$ cat config.mk
export PLATFORM = sky130hd
export DESIGN_NAME = infix_to_postfix_converter
export DESIGN_NICKNAME = d
export VERILOG_FILES = /design/src/sv/i2p_pkg.sv /design/src/sv/infix_to_postfix_converter.sv /design/src/sv/i2p_cell.sv /design/src/sv/i2p_stack.sv
export VERILOG_INCLUDE_DIRS = /design/src /design/src/sv
export SDC_FILE = /design/constraint.sdc
export NUM_CORES = 1
export LEC_CHECK = 0
export BUFFER_PORTS_ARGS = -buffer_cell sky130_fd_sc_hd__buf_2
export CAP_MARGIN = 10
export CORE_ASPECT_RATIO = 1.75
export CORE_MARGIN = 1
export CORE_UTILIZATION = 55
export DETAILED_ROUTE_END_ITERATION = 12
export MAX_ROUTING_LAYER = met4
export PLACE_DENSITY_LB_ADDON = 0.2
export SLEW_MARGIN = 15
export SYNTH_ARGS = -nofsm -noshare
export SYNTH_HDL_FRONTEND = slang
export SYNTH_SLANG_ARGS = --single-unit
export TNS_END_PERCENT = 50
$ cat constraint.sdc
create_clock -name clk -period 23 [get_ports clk]
set_clock_uncertainty 0.05 [all_clocks]
set_input_delay 2.3 -clock clk [delete_from_list [all_inputs] [get_ports clk]]
set_output_delay 2.3 -clock clk [all_outputs]
set_load 0.005 [all_outputs]
$ cat src/sv/assert_macros.svh
// Assertion macros for the infix-to-postfix converter.
// Included by files that carry concurrent assertions; depends on clk and rst_n in scope.
`ifndef ASSERT_MACROS_SVH
`define ASSERT_MACROS_SVH

// Same-cycle implication, disabled while in reset
`define I2P_ASSERT_NOW(label, ante, cons) \
    label: assert property (@(posedge clk) disable iff (!rst_n) (ante) |-> (cons)) \
        else $error("i2p assertion failed");

// Next-cycle implication, disabled while in reset
`define I2P_ASSERT_NEXT(label, ante, cons) \
    label: assert property (@(posedge clk) disable iff (!rst_n) (ante) |=> (cons)) \
        else $error("i2p assertion failed");

`endif

$ cat src/sv/i2p_pkg.sv
// Shared types, constants and symbol helpers for the infix-to-postfix converter.
// No dependencies.
package i2p_pkg;

    localparam int STACK_DEPTH = 32;
    localparam int CNT_W       = $clog2(STACK_DEPTH + 1);

    localparam logic [7:0] SYM_LPAREN = 8'h28;
    localparam logic [7:0] SYM_RPAREN = 8'h29;
    localparam logic [7:0] SYM_PLUS   = 8'h2B;
    localparam logic [7:0] SYM_MINUS  = 8'h2D;
    localparam logic [7:0] SYM_TIMES  = 8'h2A;
    localparam logic [7:0] SYM_DIVIDE = 8'h2F;
    localparam logic [7:0] SYM_POWER  = 8'h5E;

    typedef struct packed {
        logic [7:0] symbol;
        logic       end_of_expression;
    } in_item_t;

    typedef struct packed {
        logic [7:0] out_symbol;
        logic       last_of_run;
        logic       expression_done;
    } out_item_t;

    // Shift command for the cell chain
    typedef struct packed {
        logic push;
        logic pop;
    } stk_op_t;

    // Stack status seen by the controller
    typedef struct packed {
        logic [7:0] top;
        logic       empty;
        logic       full;
    } stk_stat_t;

    typedef enum logic [1:0] {
        KIND_LPAREN,
        KIND_RPAREN,
        KIND_OPER,
        KIND_OTHER
    } kind_t;

    function automatic logic [1:0] rank_of(input logic [7:0] c);
        logic [1:0] r;
        r = 2'd0;
        if (c == SYM_PLUS || c == SYM_MINUS) begin
            r = 2'd1;
        end
        else if (c == SYM_TIMES || c == SYM_DIVIDE) begin
            r = 2'd2;
        end
        else if (c == SYM_POWER) begin
            r = 2'd3;
        end
        return r;
    endfunction

    function automatic kind_t classify(input logic [7:0] c);
        kind_t k;
        if (c == SYM_LPAREN) begin
            k = KIND_LPAREN;
        end
        else if (c == SYM_RPAREN) begin
            k = KIND_RPAREN;
        end
        else if (rank_of(c) != 2'd0) begin
            k = KIND_OPER;
        end
        else begin
            k = KIND_OTHER;
        end
        return k;
    endfunction

endpackage

$ cat src/sv/infix_to_postfix_converter.sv
// Infix to postfix converter: top level with the shunting-yard sequencer.
// Depends on i2p_pkg, i2p_stack (and i2p_cell), and assert_macros.svh.
//
// The block takes one infix character per item and returns its postfix form
// as a stream of characters. Operators + - * / ^ rank 1, 1, 2, 2, 3, all
// left-associative; '(' is stacked, ')' unwinds down to the matching '(' and
// drops it, and every other byte passes straight through. The item flagged
// end_of_expression also flushes the operator stack. The stack is a chain of
// 32 shifting cells, so a push or a pop is one shift and the top is always in
// the first cell. One item is worked on at a time: it is taken in, pops the
// stack entries it must, takes one closing step (the push, the discarded '('
// or the pass-through character) and then has the last character of its run
// flagged; the final item of an expression first flushes the stack until it
// finds it empty. Steps that emit or flag a character wait while res_stall
// holds results back. Each result runs through a one-entry hold register (so
// the last character of a run can be flagged) and then the output register,
// so one result can wait in each while res_stall is high before the sequencer
// has to stall. A push onto a full stack is dropped. The stack has no reset
// sweep: only entries below the fill count are ever read.
`include "assert_macros.svh"

module infix_to_postfix_converter (
    input  logic               clk,
    input  logic               rst_n,
    input  logic               sym_valid,
    output logic               sym_stall,
    input  i2p_pkg::in_item_t  sym_item,
    output logic               res_valid,
    input  logic               res_stall,
    output i2p_pkg::out_item_t res_item
);

    typedef enum logic [3:0] {
        S_IDLE   = 4'b0001,
        S_WORK   = 4'b0010,
        S_FLUSH  = 4'b0100,
        S_FINISH = 4'b1000
    } state_t;

    state_t              state_reg;
    state_t              state_next;

    // Latched item
    logic [7:0]          sym_reg;
    logic                last_reg;
    i2p_pkg::kind_t      kind_reg;

    // Hold stage: the most recent character of the run, not yet flagged
    logic                hold_valid_reg;
    logic                hold_valid_next;
    logic [7:0]          hold_sym_reg;
    logic [7:0]          hold_sym_next;

    // Output register
    logic                out_valid_reg;
    logic                out_valid_next;
    i2p_pkg::out_item_t  out_item_reg;
    i2p_pkg::out_item_t  out_item_next;

    i2p_pkg::stk_op_t    stk_op;
    i2p_pkg::stk_stat_t  stk_stat;

    logic                accept;
    logic                out_free;
    logic                can_emit;
    logic                emit;
    logic [7:0]          emit_sym;
    logic                release_hold;
    logic                step_done;

    assign sym_stall = (state_reg != S_IDLE);
    assign accept    = sym_valid && !sym_stall;
    assign out_free  = !out_valid_reg || !res_stall;
    // A new character may enter the hold only if the old one can move on
    assign can_emit  = !hold_valid_reg || out_free;

    i2p_stack u_stack (
        .clk      (clk),
        .rst_n    (rst_n),
        .op       (stk_op),
        .push_sym (sym_reg),
        .stat     (stk_stat)
    );

    // Sequencer: at most one stack action and one emitted character per cycle; an emit waits while can_emit is low
    always_comb begin
        state_next   = state_reg;
        stk_op.push  = 1'b0;
        stk_op.pop   = 1'b0;
        emit         = 1'b0;
        emit_sym     = stk_stat.top;
        release_hold = 1'b0;
        step_done    = 1'b0;

        case (state_reg)
            S_IDLE: begin
                if (accept) begin
                    state_next = S_WORK;
                end
            end
            S_WORK: begin
                case (kind_reg)
                    i2p_pkg::KIND_LPAREN: begin
                        stk_op.push = 1'b1;
                        step_done   = 1'b1;
                    end
                    i2p_pkg::KIND_OPER: begin
                        // Pop while the top ranks at least as high, then push
                        if (!stk_stat.empty &&
                            (i2p_pkg::rank_of(sym_reg) <= i2p_pkg::rank_of(stk_stat.top))) begin
                            if (can_emit) begin
                                emit       = 1'b1;
                                stk_op.pop = 1'b1;
                            end
                        end
                        else begin
                            stk_op.push = 1'b1;
                            step_done   = 1'b1;
                        end
                    end
                    i2p_pkg::KIND_RPAREN: begin
                        // Unwind down to '(' and drop it; stop on an empty stack
                        if (!stk_stat.empty && (stk_stat.top != i2p_pkg::SYM_LPAREN)) begin
                            if (can_emit) begin
                                emit       = 1'b1;
                                stk_op.pop = 1'b1;
                            end
                        end
                        else begin
                            stk_op.pop = !stk_stat.empty;
                            step_done  = 1'b1;
                        end
                    end
                    default: begin
                        // Operand or any other byte: pass through
                        emit_sym = sym_reg;
                        if (can_emit) begin
                            emit      = 1'b1;
                            step_done = 1'b1;
                        end
                    end
                endcase
                if (step_done) begin
                    state_next = last_reg ? S_FLUSH : S_FINISH;
                end
            end
            S_FLUSH: begin
                if (!stk_stat.empty) begin
                    if (can_emit) begin
                        emit       = 1'b1;
                        stk_op.pop = 1'b1;
                    end
                end
                else begin
                    state_next = S_FINISH;
                end
            end
            S_FINISH: begin
                // Flag the held character as the end of this item's run
                if (!hold_valid_reg) begin
                    state_next = S_IDLE;
                end
                else if (out_free) begin
                    release_hold = 1'b1;
                    state_next   = S_IDLE;
                end
            end
            default: begin
                state_next = S_IDLE;
            end
        endcase
    end

    // Hold and output register movement
    always_comb begin
        hold_valid_next = hold_valid_reg;
        hold_sym_next   = hold_sym_reg;
        out_valid_next  = out_valid_reg && res_stall;
        out_item_next   = out_item_reg;

        if (emit) begin
            if (hold_valid_reg) begin
                out_valid_next                = 1'b1;
                out_item_next.out_symbol      = hold_sym_reg;
                out_item_next.last_of_run     = 1'b0;
                out_item_next.expression_done = 1'b0;
            end
            hold_valid_next = 1'b1;
            hold_sym_next   = emit_sym;
        end
        else if (release_hold) begin
            out_valid_next                = 1'b1;
            out_item_next.out_symbol      = hold_sym_reg;
            out_item_next.last_of_run     = 1'b1;
            out_item_next.expression_done = last_reg;
            hold_valid_next               = 1'b0;
        end
    end

    always_ff @(posedge clk or negedge rst_n) begin
        if (!rst_n) begin
            state_reg      <= S_IDLE;
            hold_valid_reg <= 1'b0;
            out_valid_reg  <= 1'b0;
        end
        else begin
            state_reg      <= state_next;
            hold_valid_reg <= hold_valid_next;
            out_valid_reg  <= out_valid_next;
        end
    end

    always_ff @(posedge clk) begin
        hold_sym_reg <= hold_sym_next;
        out_item_reg <= out_item_next;
        if (accept) begin
            sym_reg  <= sym_item.symbol;
            last_reg <= sym_item.end_of_expression;
            kind_reg <= i2p_pkg::classify(sym_item.symbol);
        end
    end

    assign res_valid = out_valid_reg;
    assign res_item  = out_item_reg;

    // Every run is closed out before the next item is taken
    `I2P_ASSERT_NOW(a_idle_hold_empty, state_reg == S_IDLE, !hold_valid_reg)
    // The sequencer never pops an empty stack
    `I2P_ASSERT_NOW(a_no_pop_empty, stk_op.pop, !stk_stat.empty)
    // An accepted item always starts work in the next cycle
    `I2P_ASSERT_NEXT(a_accept_work, accept, state_reg == S_WORK)
    // The end of an expression is always the end of a run
    `I2P_ASSERT_NOW(a_done_is_last, res_valid && res_item.expression_done, res_item.last_of_run)

endmodule

$ cat src/sv/i2p_cell.sv
// One cell of the operator stack chain: holds a single entry.
// Depends on i2p_pkg (stk_op_t).
module i2p_cell (
    input  logic             clk,
    input  i2p_pkg::stk_op_t op,
    input  logic [7:0]       upper,
    input  logic [7:0]       lower,
    output logic [7:0]       data
);

    logic [7:0] data_reg;
    logic [7:0] data_next;

    // Take the entry above on a push, the entry below on a pop, else hold
    always_comb begin
        data_next = data_reg;
        if (op.push) begin
            data_next = upper;
        end
        else if (op.pop) begin
            data_next = lower;
        end
    end

    always_ff @(posedge clk) begin
        data_reg <= data_next;
    end

    assign data = data_reg;

endmodule

$ cat src/sv/i2p_stack.sv
// Operator stack built as a chain of shifting cells, top of stack in cell 0.
// Depends on i2p_pkg and i2p_cell.
module i2p_stack (
    input  logic               clk,
    input  logic               rst_n,
    input  i2p_pkg::stk_op_t   op,
    input  logic [7:0]         push_sym,
    output i2p_pkg::stk_stat_t stat
);

    logic [i2p_pkg::CNT_W-1:0] count_reg;
    logic [i2p_pkg::CNT_W-1:0] count_next;
    logic [7:0]                cell_data [i2p_pkg::STACK_DEPTH];
    logic                      full;
    i2p_pkg::stk_op_t          cell_op;

    assign full = (count_reg == i2p_pkg::CNT_W'(i2p_pkg::STACK_DEPTH));

    // Drop a push onto a full stack: do not shift at all
    always_comb begin
        cell_op.push = op.push && !full;
        cell_op.pop  = op.pop && (count_reg != '0);
    end

    always_comb begin
        count_next = count_reg;
        if (cell_op.push) begin
            count_next = count_reg + 1'b1;
        end
        else if (cell_op.pop) begin
            count_next = count_reg - 1'b1;
        end
    end

    always_ff @(posedge clk or negedge rst_n) begin
        if (!rst_n) begin
            count_reg <= '0;
        end
        else begin
            count_reg <= count_next;
        end
    end

    for (genvar i = 0; i < i2p_pkg::STACK_DEPTH; i++) begin : g_cell
        logic [7:0] upper;
        logic [7:0] lower;
        if (i == 0) begin : g_top
            assign upper = push_sym;
        end
        else begin : g_mid
            assign upper = cell_data[i-1];
        end
        if (i == i2p_pkg::STACK_DEPTH - 1) begin : g_bottom
            assign lower = cell_data[i];
        end
        else begin : g_above
            assign lower = cell_data[i+1];
        end
        i2p_cell u_cell (
            .clk   (clk),
            .op    (cell_op),
            .upper (upper),
            .lower (lower),
            .data  (cell_data[i])
        );
    end

    always_comb begin
        stat.top   = cell_data[0];
        stat.empty = (count_reg == '0);
        stat.full  = full;
    end

endmodule
After elaboration in Yosys (flattened, before gate mapping)

Cells that the tools add are included.

Add/subtract/negate cells: 2
Multipliers: 0
Divide/modulo/power cells: 0
$lt $le $gt $ge: 1
Equality and inequality tests: 31
Shifts and indexed selects: 0
Muxes and demuxes: 117
Bitwise gates (word level): 0
Reduce and logical (&&, ||, !) cells: 30

Operator list:

| operator                                          | number |
|---|---|
| 2-to-1 mux 8 bit                                  | 64 |
| == test 8 x 6 -> 1 bit (second input constant)    | 14 |
| 2-to-1 mux 2 bit                                  | 16 |
| 2-to-1 mux 10 bit                                 | 3 |
| == test 8 x 7 -> 1 bit (second input constant)    | 3 |
| 2-to-1 mux 4 bit                                  | 6 |
| 2-to-1 mux 1 bit                                  | 19 |
| one-hot mux 4 bit (4 select lines)                | 1 |
| 2-to-1 mux 6 bit                                  | 2 |
| logical OR 1 bit                                  | 8 |
| != test 8 x 6 -> 1 bit (second input constant)    | 1 |
| one-hot mux 1 bit (2 select lines)                | 4 |
| adder 6 x 1 -> 6 bit (second input constant)      | 1 |
| == test 6 bit (second input constant)             | 1 |
| logical AND 1 bit                                 | 6 |
| logical NOT 1 bit                                 | 6 |
| logical NOT 6 bit                                 | 1 |
| != test 2 bit (second input constant)             | 3 |
| one-hot mux 1 bit (3 select lines)                | 2 |
| nonzero test 2 bit                                | 3 |
| nonzero test 6 bit                                | 1 |
| subtractor 6 x 1 -> 6 bit (second input constant) | 1 |
| == test 4 x 1 -> 1 bit (second input constant)    | 1 |
| == test 4 x 2 -> 1 bit (second input constant)    | 1 |
| other kinds (13)                                  | 13 |

Register bits after elaboration: 297
Latch bits: 0
Bits in writable memories: 0
ROM bits: 0
Input port bits: 13
Output and inout bits: 12
Logic and storage cells: 225
Memories kept: 0

Depth between registers and ports, before layout

Word-level depth: 14
Depth in mapped cells: 17
Mapped depth without buffers: 16

Hierarchy

Synthesis repeated with hierarchy kept, for this count alone.

Cell total of the unflattened synthesis: 768
Area total of the unflattened synthesis: 14401.3 sq um

Modules (own cells, without submodules):

| module                     | times used | cells an instance | area an instance (sq um) |
|---|---|---|---|
| i2p_cell                   | 32         | 18                | 377.9 |
| infix_to_postfix_converter | 1          | 145               | 1811.7 |
| i2p_stack                  | 1          | 47                | 498.0 |

Worst setup path after synthesis

OpenSTA, ideal clock, no wires.

Path kind: input -> register
Start point: input port res_stall
End point: register u_stack.count_reg[1] (netlist name)
Library setup time: 99 ps
Arrival time: 9862 ps
Data required time: 22851 ps
Setup slack: 12989 ps
Stages: 6
Buffers on the path: 0
Path through: nand2_1 nor2_1 nor4_1 a41oi_1 o21ai_2 mux2_1

Cells in the longest elaborated chain, start to end: 9
Elaborated cells on any way between the ends: 11
Those cells by class: 6 x mux; 5 x reduce/logical

RTL lines:

| what                                       | line                                                                                                    | source |
|---|---|---|
| start: declaration                         | infix_to_postfix_converter.sv:29                                                                        | `input logic res_stall,` |
| logical NOT 1 bit *                        | infix_to_postfix_converter.sv:73                                                                        | `assign out_free = !out_valid_reg \|\| !res_stall;` |
| logical OR 1 bit *                         | infix_to_postfix_converter.sv:73                                                                        |  |
| logical OR 1 bit *                         | infix_to_postfix_converter.sv:75                                                                        | `assign can_emit = !hold_valid_reg \|\| out_free;` |
| 2-to-1 mux 1 bit *                         | infix_to_postfix_converter.sv:111, infix_to_postfix_converter.sv:124, infix_to_postfix_converter.sv:149 |  |
| 2-to-1 mux 1 bit, on equally long branches | infix_to_postfix_converter.sv:123, infix_to_postfix_converter.sv:109                                    |  |
| one-hot mux 1 bit (2 select lines)         | infix_to_postfix_converter.sv:102                                                                       | `case (kind_reg)` |
| one-hot mux 1 bit (2 select lines) *       | infix_to_postfix_converter.sv:95                                                                        | `case (state_reg)` |
| logical AND 1 bit *                        | i2p_stack.sv:22                                                                                         | `cell_op.pop = op.pop && (count_reg != '0);` |
| nonzero test 2 bit (no source line) *      | -                                                                                                       |  |
| end signal: assignment                     | i2p_stack.sv:40                                                                                         | `count_reg <= count_next;` |
| end: declaration                           | i2p_stack.sv:11                                                                                         | `logic [i2p_pkg::CNT_W-1:0] count_reg;` |

Mark *: on every way between the ends. The rest lies on a longest branch, timed or not.
A chain may end at the register's enable or synchronous reset.

Final worst setup path

Start point: register u_stack.g_cell[0].u_cell.data_reg[4]
End point: register u_stack.g_cell[2].u_cell.data_reg[5] (enable)

Cells in the longest elaborated chain, start to end: 13
Elaborated cells on any way between the ends: 26
Those cells by class: 1 x order compare; 6 x eq/ne; 12 x mux; 7 x reduce/logical

RTL lines:

| what                                                                   | line                              | source |
|---|---|---|
| start: declaration                                                     | i2p_cell.sv:11                    | `logic [7:0] data_reg;` |
| start signal: assignment                                               | i2p_cell.sv:26                    | `data_reg <= data_next;` |
| == test 8 x 7 -> 1 bit or == test 8 x 6 -> 1 bit (tied branches)       | i2p_pkg.sv:56, i2p_pkg.sv:53      |  |
| 2-to-1 mux 2 bit or logical OR 1 bit (tied branches)                   | i2p_pkg.sv:56, i2p_pkg.sv:53      |  |
| 2-to-1 mux 2 bit                                                       | i2p_pkg.sv:53                     | `else if (c == SYM_TIMES \|\| c == SYM_DIVIDE) begin` |
| 2-to-1 mux 2 bit                                                       | i2p_pkg.sv:50                     | `if (c == SYM_PLUS \|\| c == SYM_MINUS) begin` |
| 2-to-1 mux 2 bit                                                       | infix_to_postfix_converter.sv:102 |  |
| 2-to-1 mux 2 bit                                                       | infix_to_postfix_converter.sv:95  |  |
| less-or-equal comparator 2 bit                                         | infix_to_postfix_converter.sv:110 | `(i2p_pkg::rank_of(sym_reg) <= i2p_pkg::rank_of(stk_stat.top))) begin` |
| logical AND 1 bit                                                      | infix_to_postfix_converter.sv:109 | `if (!stk_stat.empty &&` |
| 2-to-1 mux 1 bit                                                       | infix_to_postfix_converter.sv:109 |  |
| one-hot mux 1 bit (2 select lines)                                     | infix_to_postfix_converter.sv:102 |  |
| one-hot mux 1 bit (2 select lines) or 2-to-1 mux 1 bit (tied branches) | infix_to_postfix_converter.sv:95  |  |
| logical AND 1 bit, on equally long branches                            | i2p_stack.sv:22, i2p_stack.sv:21  |  |
| nonzero test 2 bit (no source line) *                                  | -                                 |  |
| end signal: assignment                                                 | i2p_cell.sv:26                    |  |
| end: declaration                                                       | i2p_cell.sv:11                    |  |

Mark *: on every way between the ends. The rest lies on a longest branch, timed or not. The select of a mux whose other input is x is not followed.

==> flow_summary.ini <==
[finish]
mostFrequentLayoutCells = nand2_1, edfxtp_1, clkbuf_16
layout_commonest_cell = nand2_1
antenna_cells = 0
syn2layout_area_growth_pct = 8.878
drive_gt1_share_pct = 6.735
fin_util_pct = 60.88
nets = 1265
largest_reg_flops = 256
final_cells = 1566

[route]
drc = 0
routed_via_density = 5.248
totalWireLength_mm = 21.57
vias = 8219
wire_per_inst_um = 13.77
ant_nets = 0
drt_iter0_markers = 688
firstDrtPassIters = 5

[timing]
relSlewSlack_pct = 18.67
maxSlewViolCount = 0
worst_pin_slew_ps = 1220
rsz0062_at_grt = false
hold_violations = 0
finalSetupViolations = 0
fin_tns_setup_ps = 0
fin_crit_sh_pct = 21.82
fmax_mhz = 199.3
post-route-min-period_ps = 5018

[floorplan]
pin_count = 25
die_h_um = 205.3
core-area_um2 = 23240
initial_core_util_pct = 55.91
placementRows = 74
die_area_um2 = 24270
dieWidth_um = 118.2

[synth]
synth_cells = 1238
synthDistinctLibCells = 52
synth-edff-count = 285
ys_ff_latch = 297
ys_seq_area_share_pct = 68.18
ys.flop_type = edfxtp_1
synth_async_sr_flop_share_pct = 4.040
syn-mean-instance-area_um2 = 10.50
synth_nets = 1262
syn_area_um2 = 12990
yosys_warnings = 0

[worst_setup_path]
reg2reg_depth = 13
cp_max_fo = 176
crit_path_end_kind = flop
worstSetupStartpointType = flop
crit_type = flop to flop
crit_required_ps = 23120
arrival_ps = 5140

[clock_network]
h-tree-depth = 1
cts_hold_buf = 0
post-cts-setup-buffers = 0
clk_pin_slew_ps = 70
insertion_delay_ps = 550
clock_path_buffers = 3
cts.sinks = 297
cts-root-buf = clkbuf_16
cts_tree = yes
ctsResizeCount = 0
cts_buffers = 27

[min_path]
whs_path_depth = 0
hold_class = flop to flop

[power_and_ir_drop]
total_power_uw = 1197
ir_drop_mv = 0.05522
powerDensity_nw_per_um2 = 84.62
p_leak_uw = 0.005754

[place]
routabilityCongestion = 0.7855
dp_hpwl_mm = 11.92
port_buffers = 24
dp_cells = 1516

[grt]
grtUsageTotal_pct = 18.63
grt_max_degree = 257
grt-ovfl-total = 0
antenna_found_initial = 0
grt_pass1_wl_mm = 36.39
grt_pass1_vias = 7707

[flow_run]
maxCapViolCount = 0

[status]
status = finished clean
-- routing by layer --
| metal | part of all wire, % | vias up | GRT usage [%] |
|---|---|---|---|
| met5 | 0 | - | - |
| met4 | 1.7 | 0 | 5.678 |
| met3 | 3.1 | 27 | 2.328 |
| met2 | 50 | 126 | 30.59 |
| met1 | 46 | 3968 | 24.35 |
| li1 | - | 4098 | - |
-- final timing paths --
check | start | endpoint | slack [ps]
worst max-delay path | u_stack.g_cell[0].u_cell.data[4] | u_stack.g_cell[2].u_cell.data[5] | 17980
worst min-delay path | hold_sym_reg[1] | res_item[3] | 380
worst max register to register | u_stack.g_cell[0].u_cell.data[4] | u_stack.g_cell[2].u_cell.data[5] | 17980
worst min register to register | hold_sym_reg[1] | res_item[3] | 380
max in group asynchronous | rst_n | state_reg[0] | 21030
min in group asynchronous | rst_n | u_stack.count_reg[1] | 1590
-- kinds of logic (layout without fill, tap and decap cells) --
group           Yosys count  count (layout)  share of synthesized area, %
compound gates           40              40                         2.099
simple gates            806             806                         24.18
xor+xnor                  7               7                        0.4718
flops                   297             297                         68.18
fa+ha+maj                11              11                         1.117
mux                      14              14                         1.194
buf+inv                  63              87                         2.754
-- cells in the mapped netlist, types with 2 or more instances --
| library cell | count | area share, % |
|---|---|---|
| a31oi_1 | 2 | 0.096 |
| mux2_2 | 8 | 0.69 |
| nor3b_1 | 2 | 0.12 |
| nand4b_1 | 2 | 0.13 |
| nor4_1 | 2 | 0.096 |
| inv_1 | 8 | 0.23 |
| and2_1 | 4 | 0.19 |
| mux2_1 | 4 | 0.35 |
| clkbuf_1 | 6 | 0.17 |
| xor2_1 | 3 | 0.20 |
| nand2b_1 | 3 | 0.14 |
| a21oi_1 | 9 | 0.35 |
| nor2_1 | 10 | 0.29 |
| o22ai_1 | 3 | 0.14 |
| buf_4 | 22 | 1.3 |
| o21ai_0 | 7 | 0.27 |
| dfrtp_1 | 11 | 2.1 |
| a31o_2 | 2 | 0.13 |
| xnor2_1 | 4 | 0.27 |
| nor2b_1 | 5 | 0.24 |
| nand3_1 | 5 | 0.19 |
| a41oi_1 | 2 | 0.13 |
| edfxtp_1 | 285 | 66 |
| nand2_1 | 760 | 22 |
| mux2i_1 | 2 | 0.15 |
| nor4b_1 | 5 | 0.34 |
| buf_2 | 25 | 0.96 |
| a21o_1 | 3 | 0.17 |
| ha_1 | 10 | 0.96 |
| nand3b_1 | 2 | 0.12 |
-- stage by stage --
step	hold WS, ps	setup WS (ps)	cell area [um^2]
after global placement	351.9	17700	13250
after detailed placement	356.5	17660	13250
after floorplan	350.3	12990	12990
after CTS	379.0	17840	14150
final	378.9	17980	14150
after global routing	379.1	17420	14150
-- cell type report --
type / instances / area [um^2]
tap: 304 / 380.4
inverter: 9 / 38.79
timing repair buffer: 28 / 175.2
multi-input combinational: 878 / 3792
sequential: 297 / 8860
clock buffer: 37 / 784.5
clock inverter: 13 / 116.4
fill: 1971 / 9092
-- critical path, cell delays in order, from the launching register on --
cell,delay (ps)
edfxtp_1,470
nor4b_1,570
nand2_1,170
nand2_1,100
a22o_1,120
nand3_1,80
ha_1,290
nor2b_1,140
o21ai_0,300
a31o_2,210
a41oi_1,190
o21ai_4,320
buf_4,750
buf_12,670
-- report_power, final --
part / total (uW) / switching, uW / leakage [uW] / internal [uW]
logic: 102 / 62.7 / 0.00259 / 39.7
clock network: 454 / 193 / 0.000444 / 261
registers: 641 / 18.5 / 0.00272 / 622
total: 1200 / 274 / 0.00575 / 923
(Power assumes the default switching activity.)
